$ cat src/design/linear_quadtree_cell_index_top_macros.svh
// Assertion macros shared by the modules that check their own logic.
// Both sample on the rising edge of clk and are held off while rst_n is low.
`ifndef LINEAR_QUADTREE_CELL_INDEX_TOP_MACROS_SVH
`define LINEAR_QUADTREE_CELL_INDEX_TOP_MACROS_SVH

// The condition must hold in the same cycle as the trigger.
`define LQCI_ASSERT_IMPL(label, trig, cond, msg) \
    label: assert property (@(posedge clk) disable iff (!rst_n) (trig) |-> (cond)) \
        else $error(msg);

// The condition must hold in the cycle after the trigger.
`define LQCI_ASSERT_NEXT(label, trig, cond, msg) \
    label: assert property (@(posedge clk) disable iff (!rst_n) (trig) |=> (cond)) \
        else $error(msg);

`endif

$ cat src/design/lqci_pkg.sv
`timescale 1ns / 1ps

package lqci_pkg;

    localparam int MAX_LEVELS  = 8;
    localparam int FIELD_SIZE  = 1280;
    localparam int COORD_IN_W  = 12;
    localparam int CFG_W       = 4;
    localparam int LEVEL_W     = 4;
    localparam int INDEX_W     = 17;
    localparam int COORD_W     = $clog2(FIELD_SIZE);
    localparam int SCALED_W    = COORD_W + MAX_LEVELS;
    localparam int CELL_W      = MAX_LEVELS;
    localparam int MORTON_W    = 2 * MAX_LEVELS;
    localparam int RECIP_SHIFT = SCALED_W + COORD_W;
    localparam longint unsigned RECIP =
        ((64'd1 << RECIP_SHIFT) + FIELD_SIZE - 1) / FIELD_SIZE;
    localparam int RECIP_W     = $clog2(RECIP + 1);
    localparam int PROD_W      = SCALED_W + RECIP_W;

    localparam logic [CFG_W-1:0] RESET_RESOLUTION = 4'd3;

    typedef struct packed {
        logic signed [COORD_IN_W-1:0] left_x;
        logic signed [COORD_IN_W-1:0] top_y;
        logic signed [COORD_IN_W-1:0] right_x;
        logic signed [COORD_IN_W-1:0] bottom_y;
    } box_t;

    typedef struct packed {
        logic [INDEX_W-1:0] cell_index;
        logic [LEVEL_W-1:0] tree_level;
    } cell_t;

    typedef struct packed {
        logic [SCALED_W-1:0] left_x;
        logic [SCALED_W-1:0] top_y;
        logic [SCALED_W-1:0] right_x;
        logic [SCALED_W-1:0] bottom_y;
        logic [LEVEL_W-1:0]  res;
    } scaled_t;

    typedef struct packed {
        logic [CELL_W-1:0]  left_x;
        logic [CELL_W-1:0]  top_y;
        logic [CELL_W-1:0]  right_x;
        logic [CELL_W-1:0]  bottom_y;
        logic [LEVEL_W-1:0] res;
    } grid_t;

    typedef struct packed {
        logic [MORTON_W-1:0] rd_code;
        logic [LEVEL_W-1:0]  lift;
        logic [LEVEL_W-1:0]  level;
    } span_t;

endpackage

$ cat src/design/lqci_scale.sv
`timescale 1ns / 1ps

module lqci_scale
    import lqci_pkg::*;
(
    input  logic               clk,
    input  logic               load,
    input  box_t               box,
    input  logic [LEVEL_W-1:0] res,
    output scaled_t            scaled
);

    scaled_t scaled_reg;
    scaled_t scaled_next;

    // Coordinates outside the field are pulled onto its nearest edge.
    function automatic logic [SCALED_W-1:0] clamp_shift(
        input logic signed [COORD_IN_W-1:0] v,
        input logic [LEVEL_W-1:0]           sh
    );
        logic [SCALED_W-1:0] c;
        if (v < 0)
            c = '0;
        else if (int'(v) > FIELD_SIZE - 1)
            c = SCALED_W'(FIELD_SIZE - 1);
        else
            c = SCALED_W'($unsigned(v));
        return c << sh;
    endfunction

    always_comb
    begin
        scaled_next.left_x   = clamp_shift(box.left_x, res);
        scaled_next.top_y    = clamp_shift(box.top_y, res);
        scaled_next.right_x  = clamp_shift(box.right_x, res);
        scaled_next.bottom_y = clamp_shift(box.bottom_y, res);
        scaled_next.res      = res;
    end

    always_ff @(posedge clk)
    begin
        if (load)
        begin
            scaled_reg <= scaled_next;
        end
    end

    assign scaled = scaled_reg;

endmodule

$ cat src/design/lqci_grid.sv
`timescale 1ns / 1ps

module lqci_grid
    import lqci_pkg::*;
(
    input  logic    clk,
    input  logic    load,
    input  scaled_t scaled,
    output grid_t   grid
);

    grid_t grid_reg;
    grid_t grid_next;

    // Division by the field size as a multiplication by its rounded-up
    // reciprocal; the shift is wide enough for the quotient to be exact.
    function automatic logic [CELL_W-1:0] to_cell(input logic [SCALED_W-1:0] x);
        logic [PROD_W-1:0] p;
        p = PROD_W'(x) * PROD_W'(RECIP);
        return p[RECIP_SHIFT +: CELL_W];
    endfunction

    always_comb
    begin
        grid_next.left_x   = to_cell(scaled.left_x);
        grid_next.top_y    = to_cell(scaled.top_y);
        grid_next.right_x  = to_cell(scaled.right_x);
        grid_next.bottom_y = to_cell(scaled.bottom_y);
        grid_next.res      = scaled.res;
    end

    always_ff @(posedge clk)
    begin
        if (load)
        begin
            grid_reg <= grid_next;
        end
    end

    assign grid = grid_reg;

endmodule

$ cat src/design/lqci_level.sv
`timescale 1ns / 1ps

module lqci_level
    import lqci_pkg::*;
(
    input  logic  clk,
    input  logic  load,
    input  grid_t grid,
    output span_t span
);

    span_t span_reg;
    span_t span_next;

    function automatic logic [MORTON_W-1:0] interleave(
        input logic [CELL_W-1:0] cx,
        input logic [CELL_W-1:0] cy
    );
        logic [MORTON_W-1:0] m;
        for (int i = 0; i < CELL_W; i++)
        begin
            m[2*i]   = cx[i];
            m[2*i+1] = cy[i];
        end
        return m;
    endfunction

    logic [MORTON_W-1:0] lu_code;
    logic [MORTON_W-1:0] rd_code;
    logic [MORTON_W-1:0] diff;
    logic [LEVEL_W-1:0]  lift;

    always_comb
    begin
        lu_code = interleave(grid.left_x, grid.top_y);
        rd_code = interleave(grid.right_x, grid.bottom_y);
        diff    = lu_code ^ rd_code;
        // The highest differing bit pair sets how far the box is lifted.
        lift = '0;
        for (int p = 0; p < MAX_LEVELS; p++)
        begin
            if (diff[2*p] || diff[2*p+1])
                lift = LEVEL_W'(p + 1);
        end
        span_next.rd_code = rd_code;
        span_next.lift    = lift;
        span_next.level   = grid.res - lift;
    end

    always_ff @(posedge clk)
    begin
        if (load)
        begin
            span_reg <= span_next;
        end
    end

    assign span = span_reg;

endmodule

$ cat src/design/lqci_index.sv
`timescale 1ns / 1ps

module lqci_index
    import lqci_pkg::*;
(
    input  logic  clk,
    input  logic  load,
    input  span_t span,
    output cell_t cell_word
);

    cell_t cell_reg;
    cell_t cell_next;

    // Number of cells on all levels above the given one, (4^level - 1) / 3.
    function automatic logic [INDEX_W-1:0] level_offset(input logic [LEVEL_W-1:0] lvl);
        logic [INDEX_W-1:0] o;
        o = '0;
        for (int i = 0; i < MAX_LEVELS; i++)
        begin
            if (LEVEL_W'(i) < lvl)
                o[2*i] = 1'b1;
        end
        return o;
    endfunction

    logic [MORTON_W-1:0] code;

    always_comb
    begin
        code = span.rd_code >> {span.lift, 1'b0};
        cell_next.cell_index = INDEX_W'(code) + level_offset(span.level);
        cell_next.tree_level = span.level;
    end

    always_ff @(posedge clk)
    begin
        if (load)
        begin
            cell_reg <= cell_next;
        end
    end

    assign cell_word = cell_reg;

endmodule

$ cat src/design/linear_quadtree_cell_index_top.sv
// Channel  Direction  Handshake            Word
// box      in         box_valid/box_stall  box_t: left_x, top_y, right_x, bottom_y
// cell     out        cell_valid/cell_stall cell_t: cell_index, tree_level
// res      in         res_valid/res_ready  resolution, 4 bits
//
// One box enters per cycle while box_stall is low; its result passes through each
// stage register in turn before it is shown on cell_valid.
// The stages are clamp and scale, reciprocal multiply, interleave and level
// search, then shift and offset add into the output register.
// Each stage advances when the one after it is empty or moving, so bubbles close up.
// Reset clears all valid bits and sets the resolution to 3; res_ready is always high.
`timescale 1ns / 1ps
`include "linear_quadtree_cell_index_top_macros.svh"

module linear_quadtree_cell_index_top
    import lqci_pkg::*;
(
    input  logic             clk,
    input  logic             rst_n,
    input  logic             box_valid,
    output logic             box_stall,
    input  box_t             box,
    output logic             cell_valid,
    input  logic             cell_stall,
    output cell_t            cell_word,
    input  logic             res_valid,
    output logic             res_ready,
    input  logic [CFG_W-1:0] res_data
);

    logic [CFG_W-1:0]   resolution_reg;
    logic [LEVEL_W-1:0] res_eff;

    logic    s1_valid_reg, s2_valid_reg, s3_valid_reg, s4_valid_reg;
    logic    s1_valid_next, s2_valid_next, s3_valid_next, s4_valid_next;
    logic    s1_ready, s2_ready, s3_ready, s4_ready;
    scaled_t scaled;
    grid_t   grid;
    span_t   span;

    assign res_ready = 1'b1;

    always_ff @(posedge clk or negedge rst_n)
    begin
        if (!rst_n)
            resolution_reg <= RESET_RESOLUTION;
        else if (res_valid && res_ready)
            resolution_reg <= res_data;
    end

    assign res_eff = (resolution_reg > CFG_W'(MAX_LEVELS)) ? LEVEL_W'(MAX_LEVELS)
                                                          : LEVEL_W'(resolution_reg);

    assign s4_ready  = !s4_valid_reg || !cell_stall;
    assign s3_ready  = !s3_valid_reg || s4_ready;
    assign s2_ready  = !s2_valid_reg || s3_ready;
    assign s1_ready  = !s1_valid_reg || s2_ready;
    assign box_stall = !s1_ready;

    always_comb
    begin
        s1_valid_next = s1_ready ? box_valid    : s1_valid_reg;
        s2_valid_next = s2_ready ? s1_valid_reg : s2_valid_reg;
        s3_valid_next = s3_ready ? s2_valid_reg : s3_valid_reg;
        s4_valid_next = s4_ready ? s3_valid_reg : s4_valid_reg;
    end

    always_ff @(posedge clk or negedge rst_n)
    begin
        if (!rst_n)
        begin
            s1_valid_reg <= 1'b0;
            s2_valid_reg <= 1'b0;
            s3_valid_reg <= 1'b0;
            s4_valid_reg <= 1'b0;
        end
        else
        begin
            s1_valid_reg <= s1_valid_next;
            s2_valid_reg <= s2_valid_next;
            s3_valid_reg <= s3_valid_next;
            s4_valid_reg <= s4_valid_next;
        end
    end

    lqci_scale u_scale (
        .clk    (clk),
        .load   (s1_ready),
        .box    (box),
        .res    (res_eff),
        .scaled (scaled)
    );

    lqci_grid u_grid (
        .clk    (clk),
        .load   (s2_ready),
        .scaled (scaled),
        .grid   (grid)
    );

    lqci_level u_level (
        .clk  (clk),
        .load (s3_ready),
        .grid (grid),
        .span (span)
    );

    lqci_index u_index (
        .clk       (clk),
        .load      (s4_ready),
        .span      (span),
        .cell_word (cell_word)
    );

    assign cell_valid = s4_valid_reg;

    `LQCI_ASSERT_NEXT(a_accept_fills, box_valid && !box_stall, s1_valid_reg, "accepted box lost at entry")
    `LQCI_ASSERT_NEXT(a_s1_moves, s1_valid_reg && s2_ready, s2_valid_reg, "word lost between first stages")
    `LQCI_ASSERT_NEXT(a_s3_moves, s3_valid_reg && s4_ready, cell_valid, "word lost before output")
    `LQCI_ASSERT_IMPL(a_level_range, cell_valid, cell_word.tree_level <= res_eff, "level above resolution")

endmodule

$ cat config.mk
export PLATFORM = sky130hd
export DESIGN_NAME = linear_quadtree_cell_index_top
export DESIGN_NICKNAME = d
export VERILOG_FILES = /design/src/design/lqci_pkg.sv /design/src/design/lqci_scale.sv /design/src/design/lqci_grid.sv /design/src/design/lqci_level.sv /design/src/design/lqci_index.sv /design/src/design/linear_quadtree_cell_index_top.sv
export VERILOG_INCLUDE_DIRS = /design/src /design/src/design
export SDC_FILE = /design/constraint.sdc
export NUM_CORES = 1
export LEC_CHECK = 0
export ABC_AREA = 0
export BUFFER_PORTS_ARGS = -buffer_cell sky130_fd_sc_hd__buf_4
export CAP_MARGIN = 20
export CORE_AREA = 5 5 307 309
export DETAILED_ROUTE_END_ITERATION = 12
export DIE_AREA = 0 0 312 314
export PLACE_DENSITY = 0.56
export SYNTH_ARGS = -nofsm -noshare
export SYNTH_HDL_FRONTEND = slang
export SYNTH_SLANG_ARGS = --single-unit
$ cat constraint.sdc
create_clock -name clk -period 6.9 [get_ports clk]
set_input_delay 0.69 -clock clk [delete_from_list [all_inputs] [get_ports clk]]
set_output_delay 0.69 -clock clk [all_outputs]
set_load 0.03 [all_outputs]
==> run summary, run 1 <==
Synth cell types: 76
Min Hold Slack: 43.3 ps
Die Y: 314 um
Max FFs per register: 80
Total congestion overflow: 0
IO buf count: 79
Synth Register Bits: 169
Area grow syn2layout: 8.82%
H-tree Lvls: 4
Max Fclk: 0.160 GHz
Total wire length: 69700 um
Max cap viols: 0
Clk sinks: 169
TritonRoute pass-1 iters: 5
Worst slew pin tran: 1150 ps
Initial antenna violation count: 6
Synth async-reset ratio: 0.0473
Post-synth top flop: edfxtp_1
Mean Syn Cell Area: 9.84 um^2
Period minus WS final: 6230 ps
Cts repair resizes: 0
CTS tree: built
TritonCTS Buffers: 17
Post-route design area: 31500 um^2
Share of layout cells above drive strength 1: 0.0538
Cell count after synthesis: 2941
Total number of vias: 19300
Vias per inst: 4.60
GP Congestion: 0.891
Critical path data required time: 7100 ps
Commonest cells after routing, fill and taps aside: inv_1 (881), ha_1 (548), fa_1 (395)
Max_slew headroom: 0.230
Final Max Slew Viols: 0
CP Capture Type: register
Hold Buf Count CTS: 0
Die Wd: 312 um
Fin crit share: 0.904
Commonest non-fill, non-tap cell in the layout: inv_1
Startpoint types: register
CP startpoint: u_scale.scaled[33]
Final setup fails: 0
Die area: 98000 um^2
Seq/Total Area, Yosys: 0.174
Post-DP HPWL: 61300 um
Layout Nets: 3999
Core area: 91100 um^2
Initial Util: 0.318
RSZ-0062 raised after global routing: no
GRT Total Usage: 0.144
Number of routed nets with antenna violations: 0
Worst Path Class, Setup: register to register
Finished Layout Cells: 4203
Post CTS Setup Buffer Count: 0
Post-route DRC violation count: 0
First-pass GRT wire length: 112000 um
R2R Path Start: u_scale.scaled[33]
Setup TNS: 0 ps
Iter 0 DRT Violations: 1331
Row count: 111
Placed cells: 4164
Clock Latency Late Sink: 450 ps
Maximum clock path buffer count: 2
Hold Violations, Final: 0
CTS clk-pin slew, worst paths: 70 ps
Io pins: 81
Cells on worst reg2reg path: 19
CP Max Fanout: 6
Syn_nets: 3941
Min-delay worst type: input port to async pin
Post-Syn Area: 28900 um^2
Average wire per standard cell: 16.6 um
Placed inst area: 30900 um^2
Largest net degree at the start of global routing: 77
Synthesis Warnings: 0
Clock skew: 11.2 ps
Outcome: finished clean
Post-synth EDFFs: 161
Critical Path AT: 6430 ps
Vias in the first global route: 20400
Root buffer cell: clkbuf_16
==> layout make-up <==
class / count / area [um^2]
fill: 9307 / 59600
multi-input combinational: 1836 / 20400
sequential: 169 / 5040
inverter: 885 / 3320
tap: 1186 / 1480
timing repair buffer: 90 / 696
clock buffer: 17 / 425
clock inverter: 15 / 134
antenna: 5 / 12.5
==> synth_stat cells, types with 4 or more instances <==
cell type / count / area (um^2)
nor3_1: 27 / 135
xnor2_1: 54 / 473
o21bai_1: 7 / 52.6
and2_1: 8 / 50.1
o2111ai_1: 4 / 35.0
inv_1: 881 / 3310
nand3b_1: 6 / 45.0
a22o_1: 4 / 35.0
nand2_1: 103 / 387
ha_1: 548 / 6860
nand2b_1: 20 / 125
a21oi_1: 93 / 465
edfxtp_1: 161 / 4830
o21a_1: 9 / 67.6
mux2_2: 8 / 90.1
or2_2: 10 / 62.6
a31oi_1: 28 / 175
and3_1: 11 / 68.8
a211o_1: 5 / 43.8
mux2i_1: 60 / 601
xor2_1: 24 / 210
nand4_1: 13 / 81.3
a21o_1: 29 / 218
o31ai_1: 10 / 75.1
dfrtp_1: 6 / 150
nor2_1: 128 / 480
mux4_2: 6 / 135
a22oi_1: 7 / 52.6
clkbuf_1: 32 / 120
o21ai_0: 85 / 425
or3_1: 5 / 31.3
o22ai_1: 7 / 43.8
buf_2: 10 / 50.1
a211oi_1: 16 / 120
fa_1: 395 / 7910
nor2b_1: 14 / 87.6
and4_1: 4 / 35.0
buf_1: 7 / 26.3
a221oi_1: 6 / 52.6
nand3_1: 28 / 140
o211ai_1: 6 / 45.0
nor3b_1: 5 / 37.5
==> kinds of logic after synthesis <==
family	Yosys count	synth area share
buf+inv	936	0.122
flops	169	0.174
simple gates	392	0.0638
compound gates	347	0.0767
mux	75	0.0289
fa+ha+maj	943	0.510
other cells	1	0.000130
xor+xnor	78	0.0236
==> per-stage QoR <==
stage          setup slack (ps)  utilization
4_1_cts                     609        0.345
3_3_place_gp                724        0.339
3_5_place_dp                615        0.339
5_1_grt                     415        0.345
2_1_floorplan              1390            -
6_report                    665        0.346
==> per-layer routing <==
metal	wire, um	up-vias	GRT usage
met4	208	0	0.0123
met2	30700	387	0.230
met3	3970	16	0.0255
li1	-	9487	-
met1	34800	9456	0.215
met5	0	-	0
==> final timing paths <==
path | to | slack [ps]
min reg2reg | u_grid.grid[1] | 420
min in group clk | u_grid.grid[1] | 420
max | u_grid.grid[19] | 670
max reg2reg | u_grid.grid[19] | 670
min | resolution_reg[3] | 40
max in group asynchronous | resolution_reg[0] | 6640
==> worst max-delay path, stage by stage, from the launching register on <==
cell and delay, ps:
edfxtp_1 610, ha_1 250, inv_1 60, fa_1 540, fa_1 580, inv_1 110, fa_1 470, fa_1 490
inv_1 50, fa_1 470, inv_1 50, ha_1 310, and4_1 220, nand3_1 160, or4_1 570, a31oi_1 430
o2111ai_1 230, nand3_1 160, a31oi_1 100, xnor2_1 130
Power of run 1 is left out: the tool's default activity adds up to more than one toggle a clock period on the data nets, which glitch-free logic cannot reach.
==> run 2, diff against run 1 <==
- ABC_AREA: 0 -> 1
- CORE_AREA: 5 5 307 309 -> 5 5 321 323
- DIE_AREA: 0 0 312 314 -> 0 0 326 328
==> run 2 against run 1 <==
  * Critical path depth fell by 1
  * Cell count rose by 24%
  * Clock skew rose by 6.9 ps
  * Critical endpoint is now u_grid.grid[34]
  * Worst setup slack improved by 910 ps
  * Sequential share of layout area fell by 1.3 points
  * Maximum frequency rose by 17%
  * First-iteration DRC count rose by 5.4%
  * Count of clock-buffer cells in the layout did not move
  * Synthesized area rose by 9.2%
  * Largest cell class unchanged
  * Via count rose by 24%
  * Design area rose by 8.9%
==> run summary, run 2 <==
Post-synth top flop: edfxtp_1
Total wire length: 84100 um
Max FFs per register: 80
Seq/Total Area, Yosys: 0.159
Critical path data required time: 7140 ps
Cell count after synthesis: 3833
Hold Buf Count CTS: 0
Synth async-reset ratio: 0.0473
IO buf count: 79
Most frequent cell after synthesis: inv_1
TritonCTS Buffers: 17
Cells on worst reg2reg path: 18
Average wire per standard cell: 16.1 um
Ranking of synthesized cells by area: fa_1 (25%), ha_1 (22%), edfxtp_1 (15%)
Commonest non-fill, non-tap cell in the layout: inv_1
Total number of vias: 24000
Hold Violations, Final: 0
Diode count: 0
Core area: 99600 um^2
Max_slew headroom: 0.285
Synthesis Warnings: 0
CP startpoint: u_scale.scaled[69]
Post-DP HPWL: 74300 um
H-tree Lvls: 4
Crit path cell chain: inv_1 > ha_1 > fa_1 > inv_1 > fa_1 > fa_1 > fa_1 > inv_1 > fa_1 > inv_1 > ha_1 > nand2_1 > o21ai_0 > nor2_1 > nor4_1 > o21ai_0 > nand3_1 > nand2_1
Post CTS Setup Buffer Count: 0
Cts repair resizes: 0
Post-route DRC violation count: 0
Commonest cells after routing, fill and taps aside: inv_1 (1028), nand2_1 (703), ha_1 (548)
Min-delay worst type: input port to async pin
R2R Path Start: u_scale.scaled[69]
Total congestion overflow: 0
Initial Util: 0.317
Worst reg2reg endpoint: u_grid.grid[34]
First-pass GRT wire length: 136000 um
Max cap viols: 0
Most used cell, CP: fa_1
RSZ-0062 raised after global routing: no
Die area: 107000 um^2
Outcome: finished clean
Share of layout cells above drive strength 1: 0.0419
Post-route design area: 34300 um^2
Root buffer cell: clkbuf_16
Startpoint types: register
Layout Nets: 4900
Clock skew: 18.0 ps
GRT Total Usage: 0.160
Clock Latency Late Sink: 500 ps
TritonRoute pass-1 iters: 5
GP Congestion: 0.910
Syn_nets: 4833
Max Fclk: 0.188 GHz
Final setup fails: 0
Row count: 116
CTS tree: built
Vias per inst: 4.60
Clk sinks: 169
Synth Register Bits: 169
Synth area leader: fa_1
Number of routed nets with antenna violations: 0
Synth top area share: 0.250
Placed inst area: 33700 um^2
Die Y: 328 um
Worst Path Class, Setup: register to register
Largest stage delay, worst path: 600 ps
Maximum clock path buffer count: 2
Die Wd: 326 um
Fin crit share: 0.771
Final Max Slew Viols: 0
Initial antenna violation count: 0
Vias in the first global route: 25100
Crit-path slowest cell: fa_1
Synth cell count leaders: inv_1 (1029), nand2_1 (703), ha_1 (548)
Synth cell types: 56
CP Capture Type: register
Period minus WS final: 5320 ps
Worst setup path endpoint: u_grid.grid[34]
Mean Syn Cell Area: 8.24 um^2
Post-Syn Area: 31600 um^2
Post-synth EDFFs: 161
Area grow syn2layout: 8.56%
CTS clk-pin slew, worst paths: 80 ps
Critical Path AT: 5560 ps
Worst slew pin tran: 1070 ps
Io pins: 81
Reg2reg setup slack: 1580 ps
Largest net degree at the start of global routing: 53
Iter 0 DRT Violations: 1403
Setup TNS: 0 ps
CP Max Fanout: 5
[run 2: changes by cell type in the layout (fill, tap and decap cells not counted), moves of 13 or more]
| cell | change |
|---|---|
| nor2_1 | +92 |
| a211oi_1 | -14 |
| nor2b_1 | -14 |
| a21oi_1 | +66 |
| o21ai_1 | +13 |
| nand2b_1 | -19 |
| o21ai_0 | +56 |
| nand3_1 | +111 |
| mux2i_1 | -53 |
| nand2_1 | +600 |
| inv_1 | +147 |
| xnor2_1 | -35 |
[run 2: per-stage QoR]
stage	setup WS, ps	std cells	utilization	hold WS, ps
6_report	1580	5211	0.344	44.4
5_1_grt	1100	5211	0.344	15.6
4_1_cts	1570	5211	0.344	5.05
3_5_place_dp	1570	5179	0.338	413
3_3_place_gp	1610	5179	0.338	409
2_1_floorplan	1740	3833	-	394
[run 2: how the worst min path moves through the flow]
stage,from,to,slack [ps],cells past startpoint
floorplan,rst_n,cell_valid,390,0
global placement,u_scale.scaled[3],u_grid.grid[3],410,0
detailed placement,u_scale.scaled[3],u_grid.grid[3],410,0
CTS,rst_n,s1_valid_reg,5,1
global route,rst_n,s1_valid_reg,20,1
finish,rst_n,s2_valid_reg,40,1
[run 2: critical path, delay by kind of cell, from the launching register on]
family,cells,cell delay [ps]
compound gates,2,480
fa+ha+maj,7,3370
buf+inv,4,250
flops,1,410
simple gates,5,550
[run 2: area by class of cell]
class | count | area (um^2)
clock buffer | 17 | 425
clock inverter | 15 | 179
fill | 10400 | 65300
inverter | 1037 | 3890
multi-input combinational | 2584 | 22500
sequential | 169 | 5040
tap | 1298 | 1620
timing repair buffer | 91 | 683
[run 2: metal layers]
metal / part of all wire / track usage / wire length, um
met5: 0 / 0 / 0
met3: 0.051 / 0.0273 / 4260
met2: 0.43 / 0.258 / 36400
met1: 0.50 / 0.230 / 42100
met4: 0.016 / 0.0299 / 1310
[run 2: cell families (layout without fill, tap and decap cells)]
family / after synthesis / in the layout / synth area share
DFF: 169 / 169 / 0.159
other: 1 / 1 / 0.000119
adders and majority gates: 943 / 943 / 0.467
xor gates and xnor gates: 48 / 48 / 0.0133
AOI/OAI and AO/OA: 431 / 431 / 0.0767
buffers and inverters: 1080 / 1160 / 0.130
and+or+nand+nor: 1154 / 1154 / 0.151
muxes: 7 / 7 / 0.00222
Power of run 2 is left out for the same reason.
